**config.mk**
```make
export PLATFORM = sky130hd
export DESIGN_NAME = chte_mod
export DESIGN_NICKNAME = d
export VERILOG_FILES = /design/src/hdl/chte_pkg.sv /design/src/hdl/chte_mod.sv
export SDC_FILE = /design/constraint.sdc
export NUM_CORES = 1
export LEC_CHECK = 0
export ABC_AREA = 1
export BUFFER_PORTS_ARGS = -buffer_cell sky130_fd_sc_hd__buf_2
export CORE_MARGIN = 3
export CORE_UTILIZATION = 58
export CTS_BUF_LIST = sky130_fd_sc_hd__clkbuf_4 sky130_fd_sc_hd__clkbuf_8
export DETAILED_ROUTE_END_ITERATION = 12
export PLACE_DENSITY = 0.83
export SYNTH_ARGS = -nofsm -noshare
export SYNTH_HDL_FRONTEND = slang
export SYNTH_SLANG_ARGS = --single-unit
```
**constraint.sdc**
```tcl
create_clock -name clk -period 2.4 [get_ports clk]
set_input_delay 0.48 -clock clk [delete_from_list [all_inputs] [get_ports clk]]
set_output_delay 0.48 -clock clk [all_outputs]
set_load 0.01 [all_outputs]
```
**src/hdl/chte_pkg.sv**
```systemverilog
// shared types and constants for the cuckoo hash table engine
package chte_pkg;

  localparam int TableDepth    = 1024;
  localparam int MaxEvictDepth = 64;
  localparam int BlockBytes    = 16384;
  localparam int SlotW         = $clog2(TableDepth);
  localparam int CountW        = SlotW + 1;
  localparam int StackW        = $clog2(MaxEvictDepth);
  localparam int DepthW        = 7;

  // slot record stored in one memory word
  typedef struct packed {
    logic [127:0] key;
    logic [31:0]  seq;
    logic [15:0]  flags;
    logic [14:0]  size;
  } slot_rec_t;

  localparam int RecW = $bits(slot_rec_t);

  typedef enum logic [1:0] {
    MODE_LOOKUP = 2'd0,
    MODE_WRITE  = 2'd1,
    MODE_DELETE = 2'd2,
    MODE_FLAGS  = 2'd3
  } mode_t;

  typedef enum logic [2:0] {
    ST_OK        = 3'd0,
    ST_NOT_FOUND = 3'd1,
    ST_READ_ONLY = 3'd2,
    ST_FULL      = 3'd3,
    ST_TOO_LARGE = 3'd4,
    ST_ZERO_KEY  = 3'd5
  } status_t;

  localparam int FlagSticky   = 0;
  localparam int FlagReadOnly = 1;

  localparam logic [1:0] CfgTableCount = 2'd0;
  localparam logic [1:0] CfgDepthLimit = 2'd1;

  // request to the modulo unit
  typedef struct packed {
    logic        start;
    logic [31:0] word;
  } mod_req_t;

  // answer from the modulo unit
  typedef struct packed {
    logic             done;
    logic [SlotW-1:0] pos;
  } mod_rsp_t;

endpackage

```
**src/hdl/chte_mod.sv**
```systemverilog
// bit-serial remainder of a 32-bit word by the active slot count
module chte_mod (
  input  logic                      clk,
  input  logic                      rst_n,
  input  logic [chte_pkg::CountW-1:0] divisor,
  input  chte_pkg::mod_req_t        req,
  output chte_pkg::mod_rsp_t        rsp
);
  import chte_pkg::*;

  logic [31:0]     word_r, word_nxt;
  logic [CountW:0] rem_r, rem_nxt;
  logic [5:0]      cnt_r, cnt_nxt;
  logic            busy_r, busy_nxt;
  logic            done_r, done_nxt;
  logic [CountW:0] shifted;

  always_comb begin
    word_nxt = word_r;
    rem_nxt  = rem_r;
    cnt_nxt  = cnt_r;
    busy_nxt = busy_r;
    done_nxt = 1'b0;
    shifted  = {rem_r[CountW-1:0], word_r[31]};
    if (req.start) begin
      word_nxt = req.word;
      rem_nxt  = '0;
      cnt_nxt  = 6'd0;
      busy_nxt = 1'b1;
    end else if (busy_r) begin
      // one quotient bit a cycle
      rem_nxt  = (shifted >= {1'b0, divisor}) ? shifted - {1'b0, divisor} : shifted;
      word_nxt = {word_r[30:0], 1'b0};
      cnt_nxt  = cnt_r + 6'd1;
      if (cnt_r == 6'd31) begin
        busy_nxt = 1'b0;
        done_nxt = 1'b1;
      end
    end
  end

  always_ff @(posedge clk) begin
    if (!rst_n) begin
      busy_r <= 1'b0;
      done_r <= 1'b0;
    end else begin
      busy_r <= busy_nxt;
      done_r <= done_nxt;
    end
    word_r <= word_nxt;
    rem_r  <= rem_nxt;
    cnt_r  <= cnt_nxt;
  end

  assign rsp.done = done_r;
  assign rsp.pos  = rem_r[SlotW-1:0];
endmodule

```
==> metrics.md <==
| Metric | Value |
|---|---|
| Req. time, crit path | `2.58 ns` |
| Slew headroom | `0.688` |
| Rows | `25` |
| Gpl congestion | `a little under 1` |
| Post-synth EDFFs | `32` |
| Placeable core area | `4910 um^2` |
| Initial drt markers | `approximately 210` |
| Area growth, synth to finish | `11.7%` |
| Final ANT Viol Nets | `0` |
| Slowest Stage Delay on Critical Path | `0.41 ns` |
| Worst Setup EP | `rem_r[0]$_SDFFE_PP0P_` |
| Die footprint | `6200 um^2` |
| Synthesized flop and latch total | `51` |
| Routed length per instance | `12.3 um` |
| RSZ-0062 raised after global routing | `no` |
| Syn_area_per_cell | `7.56 um^2` |
| Starting density of the core | `0.625` |
| Cell Chain, Critical Path | `inv_1 -> ha_1 -> fa_1 -> inv_1 -> nand2_1 -> nand2_1 -> nand2_2 -> nand2_1 -> nand2_2 -> nand3_2 -> nand2_1 -> nand3_1 -> o21ai_0` |
| Final net count | `511` |
| Syn Inst Count | `406` |
| Cts hold-fix bufs | `0` |
| Clock Path Buffers | `2` |
| Antenna violations before repair | `0` |
| Sequential area share after synthesis | `0.437` |
| Top cell by count, worst path | `nand2_1` |
| Chip height | `78.7 um` |
| Post-Syn Area | `3070 um^2` |
| Largest net degree at the start of global routing | `38` |
| Synth area leader | `edfxtp_1` |
| CTS tree | `yes` |
| H-Tree Depth | `2` |
| RR Endpoint | `rem_r[0]$_SDFFE_PP0P_` |
| Top delay family on crit path | `simple AND/OR/NAND/NOR gates` |
| Setup Skew | `0.00492 ns` |
| Top_reg_cell synth | `edfxtp_1` |
| Hold Crit Class | `in2reg` |
| Fin crit share | `0.867` |
| Worst Setup SP | `word_r[31]$_DFFE_PP_` |
| Post-Route Setup TNS | `0 ns` |
| Leading post-synthesis cells by cell area | `edfxtp_1, nand2_1, dfxtp_1` |
| Levels on crit path | `13` |
| CP Launch Type | `register` |
| Ports | `57` |
| Post-CTS Setup Bufs | `0` |
| Buf/Inv on CP | `2` |
| Area of the multi-input gates | `approximately 1300 um^2` |
| Max-slew violations | `0` |
| FF-to-FF Start | `word_r[31]$_DFFE_PP_` |
| CP arrival | `roughly 2.3 ns` |
| Worst-Margin Slew | `about 0.47 ns` |
| Final setup vio count | `0` |
| # fillers | `411` |
| Fmax | `481 MHz` |
| Drt drc | `0` |
| Maxcap violations | `0` |
| Pwr dens | `543 nW/um^2` |
| Top cells by count, synth | `nand2_1, inv_1, edfxtp_1` |
| Worst-path fanout max | `11` |
| Die W | `78.7 um` |
| Final worst path period need | `~2.1 ns` |
| CP endpoint kind | `register` |
| ANT cells | `0` |
| Clock latency on the worst-skew pair | `0.30 ns` |
| Critical path class | `reg2reg` |
| Worst-path clk slew | `0.09 ns` |
| Leak | `1.83 nW` |
| Final wirelength | `6.39 mm` |
| Share of cells above drive strength 1 | `0.201` |
| Gr usage total | `0.219` |
| Layout Cells excl Fill | `520` |
| Yosys Warn Count | `0` |
| Critical path's slowest cell | `fa_1` |
| Post-synth cell types | `30` |
| DRT Pass-1 Iters | `5` |
| VDD IR max | `~450 uV` |
| FF-to-FF path depth | `13` |
| Placed insts | `512` |
| Vias per std cell | `5.07` |
| # clock sinks | `51` |
| Synth top area share | `0.313` |
| Async S/R FF share, synth | `0` |
| Worst R2R Setup Slack | `0.32 ns` |
| Vias in the first global route | `around 2500` |
| PnR worst setup slack | `~0.32 ns` |
| Count leader, synth | `nand2_1` |
| Mapped Nets | `465` |
| I/O Buffers | `56` |
| Hold Violations, Final | `0` |
| Dpl ws | `0.123 ns` |
| Clk root buf | `clkbuf_8` |
| Status | `completed` |
| PostCTS Resize Cnt | `0` |
| Total CTS buffers | `5` |
| Vias | `2636` |
| Hpwl dp | `4.75 mm` |
| Flip-flop and latch area | `1340 um^2` |
| First-pass GRT wire length | `10.9 mm` |
| Grt total ovfl | `0` |
==> registers in the layout, indices dropped and copies added, names as in the netlist <==
register / cells
busy_r: 1
word_r: 32
rem_r: 11
cnt_r: 6
done_r: 1
==> layout by cell type, fill, tap and decap left out <==
cell type,Yosys,final
or2_0,1,1
buf_2,2,56
o21ai_0,4,4
a22o_1,1,1
bufinv_16,0,1
nand2_2,7,7
buf_4,12,8
dfxtp_1,19,19
a21oi_1,9,9
nor2_2,1,1
a21oi_2,1,1
nand3_1,21,21
nand2_1,165,165
o21ai_1,3,3
o21ai_2,1,1
inv_1,58,58
fa_1,1,1
edfxtp_1,32,32
nor4_1,1,1
nand4_1,15,15
clkinv_2,0,1
ha_1,12,12
clkbuf_8,0,5
nand3_2,8,8
clkinv_1,1,2
nor2_1,12,12
nor3_1,2,2
xor2_1,3,3
nand3b_1,1,1
inv_2,2,2
==> through the flow <==
stage               power [mW]  instance area [um^2]  hold WS, ns   util
floorplan                 1.22                  3070        0.440      -
global placement          1.29                  3320        0.452  0.676
detailed placement        1.30                  3320        0.465  0.676
CTS                       1.87                  3430        0.419  0.698
global route              1.95                  3430        0.416  0.698
finish                    1.86                  3430        0.422  0.698
==> metal layers <==
metal	vias to the layer above	GRT usage	share of wire
li1	1361	-	-
met1	1180	0.286	0.45
met2	88	0.367	0.48
met3	7	0.0454	0.062
met4	0	0.0664	0.0077
met5	-	0	0
==> report_power, final <==
part	switching (mW)	total [mW]	internal, mW
Clock	0.274	0.579	0.305
Combinational	0.155	0.252	0.0971
Sequential	0.0239	1.03	1.01
Total	0.452	1.86	1.41
==> final cells by class <==
type | count | area share
sequential | 51 | 0.391
tap | 67 | 0.0245
inverter | 61 | 0.0668
multi-input combinational | 269 | 0.387
clock inverter | 3 | 0.0113
timing repair buffer | 64 | 0.0993
clock buffer | 5 | 0.0201
==> cell families (layout without fill, tap and decap cells) <==
logic type | after synthesis | in the layout | share of synthesized area
adder cells (fa/ha/maj) | 13 | 13 | 0.0554
buffers and inverters | 86 | 133 | 0.131
AO/OA/AOI/OAI | 19 | 19 | 0.0347
AND/OR/NAND/NOR | 234 | 234 | 0.333
XOR/XNOR | 3 | 3 | 0.00856
flip-flops | 51 | 51 | 0.437
==> worst reg2reg max path: stages, from the launching register on <==
cell      delay, ns
edfxtp_1       0.33
inv_1          0.06
ha_1           0.21
fa_1           0.41
inv_1          0.12
nand2_1        0.06
nand2_1        0.09
nand2_2        0.06
nand2_1        0.07
nand2_2        0.06
nand3_2        0.23
nand2_1        0.10
nand3_1        0.09
o21ai_0        0.08
==> worst min path at each step <==
stage,startpoint,to,slack (ns),cells after the start
2_1_floorplan,rem_r[10]$_SDFFE_PP0P_,rem_r[10]$_SDFFE_PP0P_,0.44,2
3_3_place_gp,cnt_r[5]$_SDFFE_PP0P_,cnt_r[5]$_SDFFE_PP0P_,0.45,2
3_5_place_dp,cnt_r[5]$_SDFFE_PP0P_,cnt_r[5]$_SDFFE_PP0P_,0.47,2
4_1_cts,rst_n,busy_r$_SDFF_PN0_,0.42,3
5_1_grt,rst_n,busy_r$_SDFF_PN0_,0.42,3
6_report,rst_n,busy_r$_SDFF_PN0_,0.42,3
No activity file was read; power rests on OpenSTA's default activity.
