[src/hdl/chte_ram.sv]
// generic single-port ram with registered read
module chte_ram #(
  parameter int Width = 8,
  parameter int Depth = 16
) (
  input  logic                     clk,
  input  logic                     we,
  input  logic [$clog2(Depth)-1:0] addr,
  input  logic [Width-1:0]         wdata,
  output logic [Width-1:0]         rdata
);
  logic [Width-1:0] mem [Depth];

  always_ff @(posedge clk) begin
    if (we) begin
      mem[addr] <= wdata;
    end
    rdata <= mem[addr];
  end
endmodule

[config.mk]
export PLATFORM = sky130hd
export DESIGN_NAME = chte_ram
export DESIGN_NICKNAME = d
export VERILOG_FILES = /design/src/hdl/chte_ram.sv
export SDC_FILE = /design/constraint.sdc
export NUM_CORES = 1
export LEC_CHECK = 0
export BUFFER_PORTS_ARGS = -buffer_cell sky130_fd_sc_hd__buf_2
export CAP_MARGIN = 20
export CORE_MARGIN = 4
export CORE_UTILIZATION = 35
export DETAILED_ROUTE_END_ITERATION = 7
export GPL_TIMING_DRIVEN = 1
export HOLD_SLACK_MARGIN = 0.1
export PLACE_DENSITY = 0.56
export SYNTH_ARGS = -nofsm -noshare
export SYNTH_HDL_FRONTEND = slang
export SYNTH_SLANG_ARGS = --single-unit
[constraint.sdc]
create_clock -name clk -period 1.8 [get_ports clk]
set_clock_uncertainty 0.2 [all_clocks]
set_input_delay 0.18 -clock clk [delete_from_list [all_inputs] [get_ports clk]]
set_output_delay 0.18 -clock clk [all_outputs]
set_load 0.05 [all_outputs]
==> results of run 1 <==
[layout by cell type (no fill, tap or decap)]
| cell type | synthesis | layout |
|---|---|---|
| sky130_fd_sc_hd__clkinvlp_4 | 0 | 1 |
| sky130_fd_sc_hd__dfxtp_1 | 8 | 8 |
| sky130_fd_sc_hd__nand2b_1 | 2 | 2 |
| sky130_fd_sc_hd__nor2_1 | 13 | 13 |
| sky130_fd_sc_hd__nor3_2 | 0 | 1 |
| sky130_fd_sc_hd__nand3_1 | 1 | 1 |
| sky130_fd_sc_hd__buf_12 | 0 | 5 |
| sky130_fd_sc_hd__a22oi_1 | 16 | 16 |
| sky130_fd_sc_hd__clkbuf_8 | 0 | 4 |
| sky130_fd_sc_hd__nor3_1 | 4 | 3 |
| sky130_fd_sc_hd__clkinv_1 | 0 | 1 |
| sky130_fd_sc_hd__dlygate4sd3_1 | 0 | 8 |
| sky130_fd_sc_hd__nor2b_1 | 2 | 2 |
| sky130_fd_sc_hd__buf_4 | 0 | 32 |
| sky130_fd_sc_hd__clkbuf_16 | 0 | 17 |
| sky130_fd_sc_hd__clkbuf_1 | 2 | 3 |
| sky130_fd_sc_hd__buf_2 | 2 | 21 |
| sky130_fd_sc_hd__and2_1 | 1 | 1 |
| sky130_fd_sc_hd__or3b_2 | 1 | 1 |
| sky130_fd_sc_hd__clkinv_2 | 0 | 2 |
| sky130_fd_sc_hd__mux4_2 | 32 | 32 |
| sky130_fd_sc_hd__nand2_1 | 9 | 9 |
| sky130_fd_sc_hd__bufinv_16 | 0 | 4 |
| sky130_fd_sc_hd__edfxtp_1 | 128 | 128 |
| sky130_fd_sc_hd__nand3b_1 | 2 | 2 |
[per-layer routing]
metal / vias to the layer above / wire (µm)
met1: 1304 / 4230
met2: 98 / 4940
met3: 16 / 735
li1: 1107 / -
met4: 0 / 272
met5: - / 0
[logic make-up (layout without fill, tap and decap cells)]
family          count (synthesis)  count (layout)  synth area share (%)
flops                         136             136                  79.0
simple gates                   35              35                  3.21
mux                            32              32                  14.2
compound gates                 16              16                  2.37
buf+inv                        11              98                  1.19
[power breakdown]
part / leakage, nW / internal (W) / switching (W)
Clock: 0.308 / 0.00245 / 0.00120
Combinational: 0.646 / 0.000176 / 0.000265
Sequential: 1.22 / 0.00354 / 0.0000226
Total: 2.18 / 0.00617 / 0.00149
[timing repair]
action                                 CTS  global route
setup buffers                            0             0
gates resized for setup                  0             0
endpoints found under the hold margin  128             0
hold buffers                             8             0
[flip-flops by register name (all words and copies together), names as in the netlist]
signal	flops
rdata	8
mem	128
[worst max-delay path: cells and delay by family, from the launching register on]
family | cells | cell delay (ps)
and+or+nand+nor | 1 | 90
muxes | 1 | 480
AOI/OAI and AO/OA | 1 | 300
DFF | 1 | 360
[final timing paths]
| check | start | endpoint | slack, ps | depth (start not counted) |
|---|---|---|---|---|
| worst max register to register | mem[3][2]$_DFFE_PP_ | rdata[2]$_DFF_P_ | 250 | 3 |
| worst max-delay path | mem[3][2]$_DFFE_PP_ | rdata[2]$_DFF_P_ | 250 | 3 |
| worst min register to register | mem[14][7]$_DFFE_PP_ | rdata[7]$_DFF_P_ | 470 | 3 |
| worst min-delay path | addr[1] | rdata[0]$_DFF_P_ | 170 | 4 |
[per-stage QoR]
stage / setup TNS [ps] / setup WS, ps / total power, W / instance area [µm²] / instances
6_report: 0 / 246 / 0.00766 / 6400 / 497
5_1_grt: 0 / 176 / 0.00792 / 6400 / 497
4_1_cts: 0 / 229 / 0.00773 / 6400 / 497
3_5_place_dp: -110 / -60.3 / 0.00407 / 5680 / 457
3_3_place_gp: -59.9 / -21.4 / 0.00406 / 5680 / 457
2_1_floorplan: -742 / -18.1 / 0.00388 / 5070 / 230
[cell type report]
type | instances | area (µm²) | area share, %
flip-flops and latches | 136 | 4000 | 62.6
multi-input cells | 83 | 1010 | 15.8
repair buffers | 66 | 526 | 8.22
clock buffers | 24 | 492 | 7.69
well taps | 180 | 225 | 3.52
clock inverters | 8 | 141 | 2.21
==> results summary, run 1 <==
For this run, global-route usage on met2 was measured as 21.2%. The count of distinct cell types in the synthesized netlist is 18. The number of failing setup endpoints in the final timing report is 0. TritonCTS built the clock tree. The clock transition time at the flip-flop clock pins of the worst setup and hold paths is 60 ps. By area the synthesized netlist is led by sky130_fd_sc_hd__edfxtp_1, sky130_fd_sc_hd__mux4_2, sky130_fd_sc_hd__dfxtp_1. The average vias per placed instance came out at 5.08.

The total wirelength of the detailed-routed design came out at 10200 µm. Across the run, the number of max-cap violations was 0. The number of synthesized flops with an enable pin is 128. Global routing used 18.4% of the available met1 tracks. The number of inserted filler cells in the final layout is 1152. The number of buffers added on ports came out at 21.

The busiest layer in global routing is met2. The first global-routing pass estimated 16200 µm of wire. The pin count of the biggest net entering global routing is 18. The critical path endpoint category is a flip-flop. The average instance area after synthesis came out at 22.0 µm².

The clock period could shrink to 1550 ps. In this run, the number of DRC markers left after iteration 0 of detailed routing was 168. STA classifies the critical path startpoint as a flip-flop.

The post-route netlist has 37.9% of its cells at a drive strength greater than 1. The fraction of registers with async set or reset after synthesis is 0%. The region available for standard cell placement spans 14000 µm². Summing every instance area after synthesis gives 5070 µm². The full die area came out at 16500 µm². The first-pass iteration count of the detailed router came out at 5. The flop and latch count out of synthesis came out at 136. The number of nets handed over by synthesis was 244. The detailed router placed 2525 vias in this run. Based on the critical path, the design can be clocked at up to 0.644 GHz. The global-route usage over all layers came out at 13.7%. The flow ran to the end, and the final reports show no timing, DRC or antenna violations.

Traced cell by cell, the critical path runs through mux4_2 -> a22oi_1 -> nand2_1. The count of antenna diodes in the layout is 0. In the synthesized netlist, the cells that appear most often are sky130_fd_sc_hd__edfxtp_1, sky130_fd_sc_hd__mux4_2, sky130_fd_sc_hd__a22oi_1. The maximum vdd ir drop is 0.665 mV. The final net count is 318.

Counting the buffers created by CTS gives 17. The congestion estimate from routability-driven global placement came to 0.714. By startpoint and endpoint, the worst setup path is classified as reg -> reg.

The sequential fraction of the synthesis area is 79.0%. The remaining global-route overflow came out at 0. The most frequently used cell type in the post-synthesis netlist is sky130_fd_sc_hd__edfxtp_1.

The max-slew headroom at the worst pin is 44.6%. The root cell of the clock tree is sky130_fd_sc_hd__clkbuf_16. Hold timing on the final database bottoms out at a slack of 174 ps. The die is 128 µm tall. The critical path's largest stage delay is 480 ps.

The number of failing hold endpoints at the final stage came out at 0. The total number of placement rows came out at 43. Of the post-synthesis cell area, the dominant cell type holds 75.9%. The leakage power of the design came out at 2.18 nW. The worst endpoint required time came out at 1900 ps. The number of levels in the clock H-tree came out at 4. The clock passes through at most 2 buffers. At the worst endpoint, the arrival time is 1650 ps. The measured slew at the worst slew-check pin is 829 ps. The number of global-route vias before repair came to 2724.

The areal power density over the cells came out at 1200 nW/µm². The instance count of the mapped netlist came out at 230. The part of the cycle the worst path needs came out at 86.3%. The worst-path maximum fanout is 1. The die boundary width came out at 128 µm. In this run the count of I/O pins placed on the die edge is 22.

The number of clock sinks came out at 136. The count of synthesis-stage warnings from yosys came out at 0. Setup repair after global routing left no endpoint under its margin.

The number of antenna violations at the first check in global routing came out at 0. Once the floorplan was initialized, standard cells occupied 36.1% of the core. The biggest area contributor in the post-synthesis netlist is sky130_fd_sc_hd__edfxtp_1. The max-slew violation count came out at 0.

The average wire length per cell after detail routing is 20.5 µm. The area growth from synthesis to layout is 26.2%. The remaining design rule violation count is 0. The worst hold path belongs to the class in -> reg.

The global-route track usage on met3 came out at 3.58%. In the synthesized netlist the dominant register cell turns out to be sky130_fd_sc_hd__edfxtp_1. The final antenna-violating net count is 0.

The half-perimeter wire length after detailed placement came out at 6860 µm. The final core utilization came out at 45.5%. On the critical path, the stage with the largest delay is an instance of sky130_fd_sc_hd__mux4_2.

The clock insertion delay at the later pin of the skew report came out at 420 ps.
Power figures use the tool's default switching activity.
==> run 2, diff against run 1 <==
PLACE_DENSITY = 0.54   (was 0.56)
clock period = 1.6 ns   (was 1.8 ns; I/O delays follow)
==> run 2 against run 1 <==
Net effect: via count shrank 0.99%; die area is the same; hold slack gained 14 ps; utilization grew 0.93 points; largest cell class unchanged; maximum frequency shrank 0.73%; cell area grew 2.0%; clock power grew 6.8%; clock-buffer cell count shrank 4; sequential share of layout area shrank 1.2 points; global-route usage shrank 0.11 points; wire length grew 3.2%; sequential power grew 12%.
==> results summary, run 2 (synthesis gave the netlist of run 1 again) <==
The iteration-0 DRC count of the detailed router came out at 179 (was 168). The worst hold slack came to 188 ps (was 174 ps). The count of antenna diodes in the layout is 0 (unchanged). The share of power burned in combinational logic was 6.4% (was 5.8%). The clock tree from TritonCTS is done (unchanged). The number of failing hold endpoints at the final stage is 0 (unchanged). The average vias per placed instance came out at 4.95 (was 5.08). Crit-path cells: mux4_2 -> a22oi_1 -> nand2_1 (unchanged).

The critical path's largest stage delay was 480 ps (about the same). The number of levels in the clock H-tree is 4 (unchanged). The areal power density over the cells came out at 1290 nW/µm² (was 1200 nW/µm²). The number of vias after detailed routing came out at 2500 (was 2525). The clock transition time at the flip-flop clock pins of the worst setup and hold paths came to 50 ps (was 60 ps).

The maximum vdd ir drop is 0.760 mV (was 0.665 mV). The part of the cycle the worst path needs is 97.8% (was 86.3%). The final estimated routing congestion in global placement was 0.730 (was 0.714). The type of the tightest min-delay check was in -> reg (unchanged). The max-slew headroom at the worst pin is 39.6% (was 44.6%).

Result of the run: finished clean (unchanged). The effective utilization at floorplan came out at 36.1% (unchanged). The achievable clock frequency is 0.639 GHz (was 0.644 GHz). The first-pass GRT wire length came out at 16200 µm (about the same). The total number of placement rows came to 43 (unchanged). The worst-path maximum fanout is 1 (unchanged). The number of antenna violations at the first check in global routing was 0 (unchanged).

The clock share of power came out at 46.2% (was 47.7%). The global-route usage over all layers is 13.6% (was 13.7%). The final antenna-violating net count came out at 0 (unchanged).

The number of buffers added on ports is 21 (unchanged). The startpoint of the worst setup timing path is mem[3][6]$_DFFE_PP_ (was mem[3][2]$_DFFE_PP_). The full die area was 16500 µm² (unchanged). The number of clock buffers inserted by TritonCTS is 17 (unchanged).

The aggregate negative setup slack came out at 0 ps (unchanged). The part of the power in registers was 47.5% (was 46.6%). The remaining global-route overflow was 0 (unchanged). The slack of the critical path is 34.9 ps (was 246 ps). The worst slack at placement is -265 ps (was -60.3 ps). The slowest cell on the critical path is sky130_fd_sc_hd__mux4_2 (unchanged). The flip-flop count of the largest register after layout is 128 (unchanged). The clock period minus final worst setup slack was 1570 ps (was 1550 ps). Commonest cells after routing, fill and taps aside: sky130_fd_sc_hd__edfxtp_1, sky130_fd_sc_hd__buf_4, sky130_fd_sc_hd__mux4_2, sky130_fd_sc_hd__buf_2, sky130_fd_sc_hd__clkbuf_16 (was sky130_fd_sc_hd__edfxtp_1, sky130_fd_sc_hd__mux4_2, sky130_fd_sc_hd__buf_4, sky130_fd_sc_hd__buf_2, sky130_fd_sc_hd__clkbuf_16). The number of inserted filler cells in the final layout was 1158 (was 1152).

The number of global-route vias before repair came out at 2636 (was 2724). The number of clock sinks came out at 136 (unchanged). The total wirelength of the detailed-routed design came to 10500 µm (was 10200 µm). The register ranked first by flip-flop count was mem (unchanged).

The kind of launch point of the worst setup path was a flip-flop (unchanged). The share of final-layout standard cells stronger than drive strength 1 is 43.1% (was 37.9%). The leading cell type in the layout, fill and taps excluded is sky130_fd_sc_hd__edfxtp_1 (unchanged).

The buffers inserted during post-CTS setup optimization came to 0 (unchanged). Setup repair after global routing missed its margin: false (unchanged). The number of maximum-capacitance violations came out at 0 (unchanged). The number of buffers between clock root and the deepest sink came to 2 (unchanged). The root cell of the clock tree is sky130_fd_sc_hd__clkbuf_16 (unchanged). Biggest regs: mem: 128 flops, rdata: 8 flops (unchanged). The clock insertion delay at the later pin of the skew report is 400 ps (was 420 ps). The max-slew violation count came to 0 (unchanged).

The area growth from synthesis to layout is 28.8% (was 26.2%). The I/O pin count is 22 (unchanged). The internal power component is 0.00678 W (was 0.00617 W). The final standard cell count with taps included and fillers excluded is 505 (was 497). The net switching power is 0.00166 W (was 0.00149 W).

The worst endpoint required time came out at 1680 ps (was 1900 ps). The die outline height came to 128 µm (unchanged). The start of the worst register-to-register path was mem[3][6]$_DFFE_PP_ (was mem[3][2]$_DFFE_PP_). The pin count of the biggest net entering global routing is 18 (unchanged). The source of the worst hold timing path was addr[1] (unchanged). The first-pass iteration count of the detailed router is 4 (was 5). The die boundary width is 128 µm (unchanged). The number of failing setup endpoints in the final timing report was 0 (unchanged). The final net count is 326 (was 318). The remaining design rule violation count came to 0 (unchanged).

The data arrival time of the worst path came out at 1650 ps (about the same). The critical path endpoint category is a flip-flop (unchanged). The count of placed standard cells including taps came to 465 (was 457). The type of the worst setup path is reg -> reg (unchanged).

The core footprint came out at 14000 µm² (unchanged). The measured slew at the worst slew-check pin is 904 ps (was 829 ps). The fraction of power spent switching nets is 19.7% (was 19.4%). The average wire length per cell after detail routing came out at 20.8 µm (was 20.5 µm). The half-perimeter wire length after detailed placement was 6980 µm (was 6860 µm).

The leakage power of the design is 2.21 nW (was 2.18 nW).
==> run 2: cell types whose count changed in the layout (fill, tap and decap cells not counted) <==
cell	change
sky130_fd_sc_hd__clkbuf_8	-4
sky130_fd_sc_hd__nor2_2	+12
sky130_fd_sc_hd__buf_12	+5
sky130_fd_sc_hd__buf_4	+3
sky130_fd_sc_hd__a22oi_1	-3
sky130_fd_sc_hd__nor2_1	-12
sky130_fd_sc_hd__nand2_1	-1
sky130_fd_sc_hd__nand2_2	+1
sky130_fd_sc_hd__clkinv_1	+4
sky130_fd_sc_hd__a22oi_2	+3
==> run 2: power by group through the flow <==
| stage | clock network (W) | logic [W] | registers, W |
|---|---|---|---|
| final | 0.00390 | 0.000536 | 0.00401 |
| after global routing | 0.00415 | 0.000578 | 0.00401 |
| after CTS | 0.00397 | 0.000542 | 0.00401 |
| after detailed placement | 0 | 0.000526 | 0.00408 |
| after global placement | 0 | 0.000520 | 0.00408 |
| after floorplan | 0 | 0.000212 | 0.00416 |
==> run 2: worst paths after layout <==
kind / endpoint / slack, ps / cells after the start
setup / recovery: rdata[6]$_DFF_P_ / 30 / 3
hold / removal: rdata[7]$_DFF_P_ / 190 / 4
setup reg to reg: rdata[6]$_DFF_P_ / 30 / 3
hold reg to reg: rdata[4]$_DFF_P_ / 480 / 3
==> run 2: layer usage <==
| metal | up-vias | GRT usage [%] | part of all wire (%) |
|---|---|---|---|
| li1 | 1133 | - | - |
| met1 | 1303 | 18.8 | 44 |
| met2 | 60 | 21.4 | 50 |
| met3 | 4 | 3.38 | 4.8 |
| met4 | 0 | 4.49 | 0.67 |
| met5 | - | 0 | 0 |
==> run 2: repair_timing <==
action	4_1_cts	5_1_grt
gates resized for setup	0	4
endpoints found under the hold margin	128	0
hold buffers	8	0
endpoints found under the setup margin	0	2
==> run 2: metrics by stage <==
step                area (µm²)  utilization (%)  total power [W]
floorplan                 5100                -          0.00437
global placement          5840             41.6          0.00460
detailed placement        5840             41.6          0.00461
CTS                       6510             46.4          0.00852
global route              6530             46.5          0.00874
finish                    6530             46.5          0.00844
==> run 2: cell type report <==
cell class              instances  area, µm²  share of cell area [%]
well taps                     180        225                    3.45
repair buffers                 74        648                    9.93
clock inverters                12        156                    2.40
clock buffers                  20        437                    6.69
flip-flops and latches        136       4000                    61.3
multi-input cells              83       1060                    16.2
==> run 2: worst max-delay path, delay by kind of cell, from the launching register on <==
family / cells / cell delay (ps)
simple gates: 1 / 80
flops: 1 / 350
mux: 1 / 480
compound gates: 1 / 330
==> run 3, diff against run 2 <==
SETUP_SLACK_MARGIN = 0.1   (was unset)
==> run 3 against run 2 <==
Net effect: clock power increased by 6.9%; die area unchanged; cell area increased by 2.5%; utilization increased by 1.2 points; final cell count decreased by 0.99%; setup slack improved by 69 ps; sequential share of layout area decreased by 1.5 points; critical path type unchanged; highest routed layer unchanged.
==> results summary, run 3 (synthesis gave the netlist of run 1 again) <==
The achievable clock frequency is 0.668 GHz (was 0.639 GHz). The number of global-route vias before repair came out at 2684 (was 2636). The I/O pin count is 22 (unchanged).

Biggest regs: mem: 128 flops, rdata: 8 flops (unchanged). The final antenna-violating net count came out at 0 (unchanged). The power consumption is 0.00875 W (was 0.00844 W). The remaining design rule violation count is 0 (unchanged). The final estimated routing congestion in global placement is 0.737 (was 0.730). The cell depth of the worst min-delay path came out at 4 (unchanged). The half-perimeter wire length after detailed placement is 7210 µm (was 6980 µm). The number of vias after detailed routing is 2468 (was 2500). The effective utilization at floorplan is 36.1% (unchanged). The number of buffers added on ports came out at 21 (unchanged). The leakage power of the design came out at 2.22 nW (was 2.21 nW). The leading cell type in the layout, fill and taps excluded is sky130_fd_sc_hd__edfxtp_1 (unchanged). The max-slew headroom at the worst pin is 45.9% (was 39.6%). The count of placed standard cells including taps was 459 (was 465). The clock transition time at the flip-flop clock pins of the worst setup and hold paths is 60 ps (was 50 ps). The max-slew violation count is 0 (unchanged).

The multi-input gate area in the final layout is 1160 µm² (was 1060 µm²). The iteration-0 DRC count of the detailed router was 258 (was 179). The number of clock sinks is 136 (unchanged). The die outline height came to 128 µm (unchanged). The critical path's largest stage delay is 480 ps (about the same). The die boundary width is 128 µm (unchanged). The clock tree from TritonCTS was done (unchanged).

The area growth from synthesis to layout came out at 32.0% (was 28.8%). The number of levels in the clock H-tree came out at 4 (unchanged). Setup repair after global routing missed its margin: true (was false). The total wirelength of the detailed-routed design came to 10400 µm (was 10500 µm).

The data arrival time of the worst path came to 1600 ps (was 1650 ps). The core footprint is 14000 µm² (unchanged). The type of the worst setup path is reg -> reg (unchanged).

The remaining global-route overflow is 0 (unchanged). The type of the tightest min-delay check is in -> reg (unchanged). The clock insertion delay at the later pin of the skew report is 410 ps (was 400 ps). Crit-path cells: mux4_2 -> a22oi_1 -> nand2_1 (unchanged). The worst reg2reg path depth was 3 (unchanged). The worst-path maximum fanout came to 1 (unchanged). The number of buffers between clock root and the deepest sink is 2 (unchanged).

The measured slew at the worst slew-check pin is 810 ps (was 904 ps). The root cell of the clock tree is sky130_fd_sc_hd__clkbuf_16 (unchanged). The part of the cycle the worst path needs was 93.5% (was 97.8%). The maximum vdd ir drop came out at 0.757 mV (was 0.760 mV). The count of antenna diodes in the layout came out at 0 (unchanged). The total number of placement rows is 43 (unchanged). The pin count of the biggest net entering global routing is 17 (was 18). The final net count came to 321 (was 326). The number of inserted filler cells in the final layout is 1140 (was 1158). The average wire length per cell after detail routing is 20.7 µm (was 20.8 µm).

The first-pass iteration count of the detailed router is 5 (was 4). The areal power density over the cells was 1310 nW/µm² (was 1290 nW/µm²). The register ranked first by flip-flop count is mem (unchanged). The critical path endpoint category is a flip-flop (unchanged). The final standard cell count with taps included and fillers excluded is 500 (was 505).

The flip-flop count of the largest register after layout came to 128 (unchanged). The clock period minus final worst setup slack is 1500 ps (was 1570 ps). The number of clock buffers inserted by TritonCTS was 17 (unchanged). The number of failing hold endpoints at the final stage is 0 (unchanged). The slowest cell on the critical path is sky130_fd_sc_hd__mux4_2 (unchanged). The number of maximum-capacitance violations came out at 0 (unchanged).

The worst endpoint required time is 1700 ps (was 1680 ps). The area taken by flip-flops and latches came out at 4000 µm² (unchanged). The global-route usage over all layers came out at 14.1% (was 13.6%). The full die area came out at 16500 µm² (unchanged).

The number of antenna violations at the first check in global routing came out at 0 (unchanged). Result of the run: finished clean (unchanged). The first-pass GRT wire length came to 16700 µm (was 16200 µm). The number of failing setup endpoints in the final timing report was 0 (unchanged).

The kind of launch point of the worst setup path is a flip-flop (unchanged). The share of final-layout standard cells stronger than drive strength 1 came out at 46.3% (was 43.1%). The average vias per placed instance came out at 4.94 (was 4.95). Commonest cells after routing, fill and taps aside: sky130_fd_sc_hd__edfxtp_1, sky130_fd_sc_hd__mux4_2, sky130_fd_sc_hd__buf_4, sky130_fd_sc_hd__buf_2, sky130_fd_sc_hd__clkbuf_16 (was sky130_fd_sc_hd__edfxtp_1, sky130_fd_sc_hd__buf_4, sky130_fd_sc_hd__mux4_2, sky130_fd_sc_hd__buf_2, sky130_fd_sc_hd__clkbuf_16).
## run 3: stage by stage
stage / utilization (%) / setup WS (ps) / hold slack [ps] / setup TNS [ps] / cell area, µm²
2_1_floorplan: - / 87.8 / 58.9 / 0 / 5200
3_3_place_gp: 42.2 / -241 / 359 / -3550 / 5920
3_5_place_dp: 42.2 / -250 / 374 / -3900 / 5920
4_1_cts: 47.6 / 119 / 145 / 0 / 6680
5_1_grt: 47.6 / 63.2 / 190 / 0 / 6690
6_report: 47.6 / 104 / 171 / 0 / 6690
## run 3: layout make-up
cell class                      instances  share of cell area [%]
Clock buffer                           25                    7.56
Clock inverter                          7                    2.09
Multi-Input combinational cell         83                    17.4
Sequential cell                       136                    59.8
Tap cell                              180                    3.37
Timing Repair Buffer                   69                    9.73
## run 3: what timing repair did
action	in CTS	in global routing
pin swaps	0	7
setup buffers	0	0
endpoints found under the hold margin	129	0
setup endpoints to repair	5	8
hold buffers	9	0
gates resized for setup	5	2
## run 3: report_power, final
part | total, W | switching, W | internal (W)
clock network | 0.00417 | 0.00136 | 0.00281
registers | 0.00401 | 0.0000219 | 0.00399
logic | 0.000574 | 0.000336 | 0.000238
## run 3: worst max-delay path: cells and delay by family (launching register included)
kind | cells | cell delay [ps]
AO/OA/AOI/OAI | 1 | 270
flip-flops | 1 | 350
multiplexers | 1 | 480
AND/OR/NAND/NOR | 1 | 80
## run 3: metal layers
layer | global-route usage, % | share of wire (%)
met1 | 19.6 | 46
met2 | 21.5 | 49
met3 | 2.96 | 3.7
met4 | 6.37 | 1.6
met5 | 0 | 0
## run 3: path summary, 6_finish.rpt
check / from / to / slack, ps
max reg2reg: mem[3][0]$_DFFE_PP_ / rdata[0]$_DFF_P_ / 100
max: mem[3][0]$_DFFE_PP_ / rdata[0]$_DFF_P_ / 100
min reg2reg: mem[14][0]$_DFFE_PP_ / rdata[0]$_DFF_P_ / 480
min: addr[3] / rdata[4]$_DFF_P_ / 170
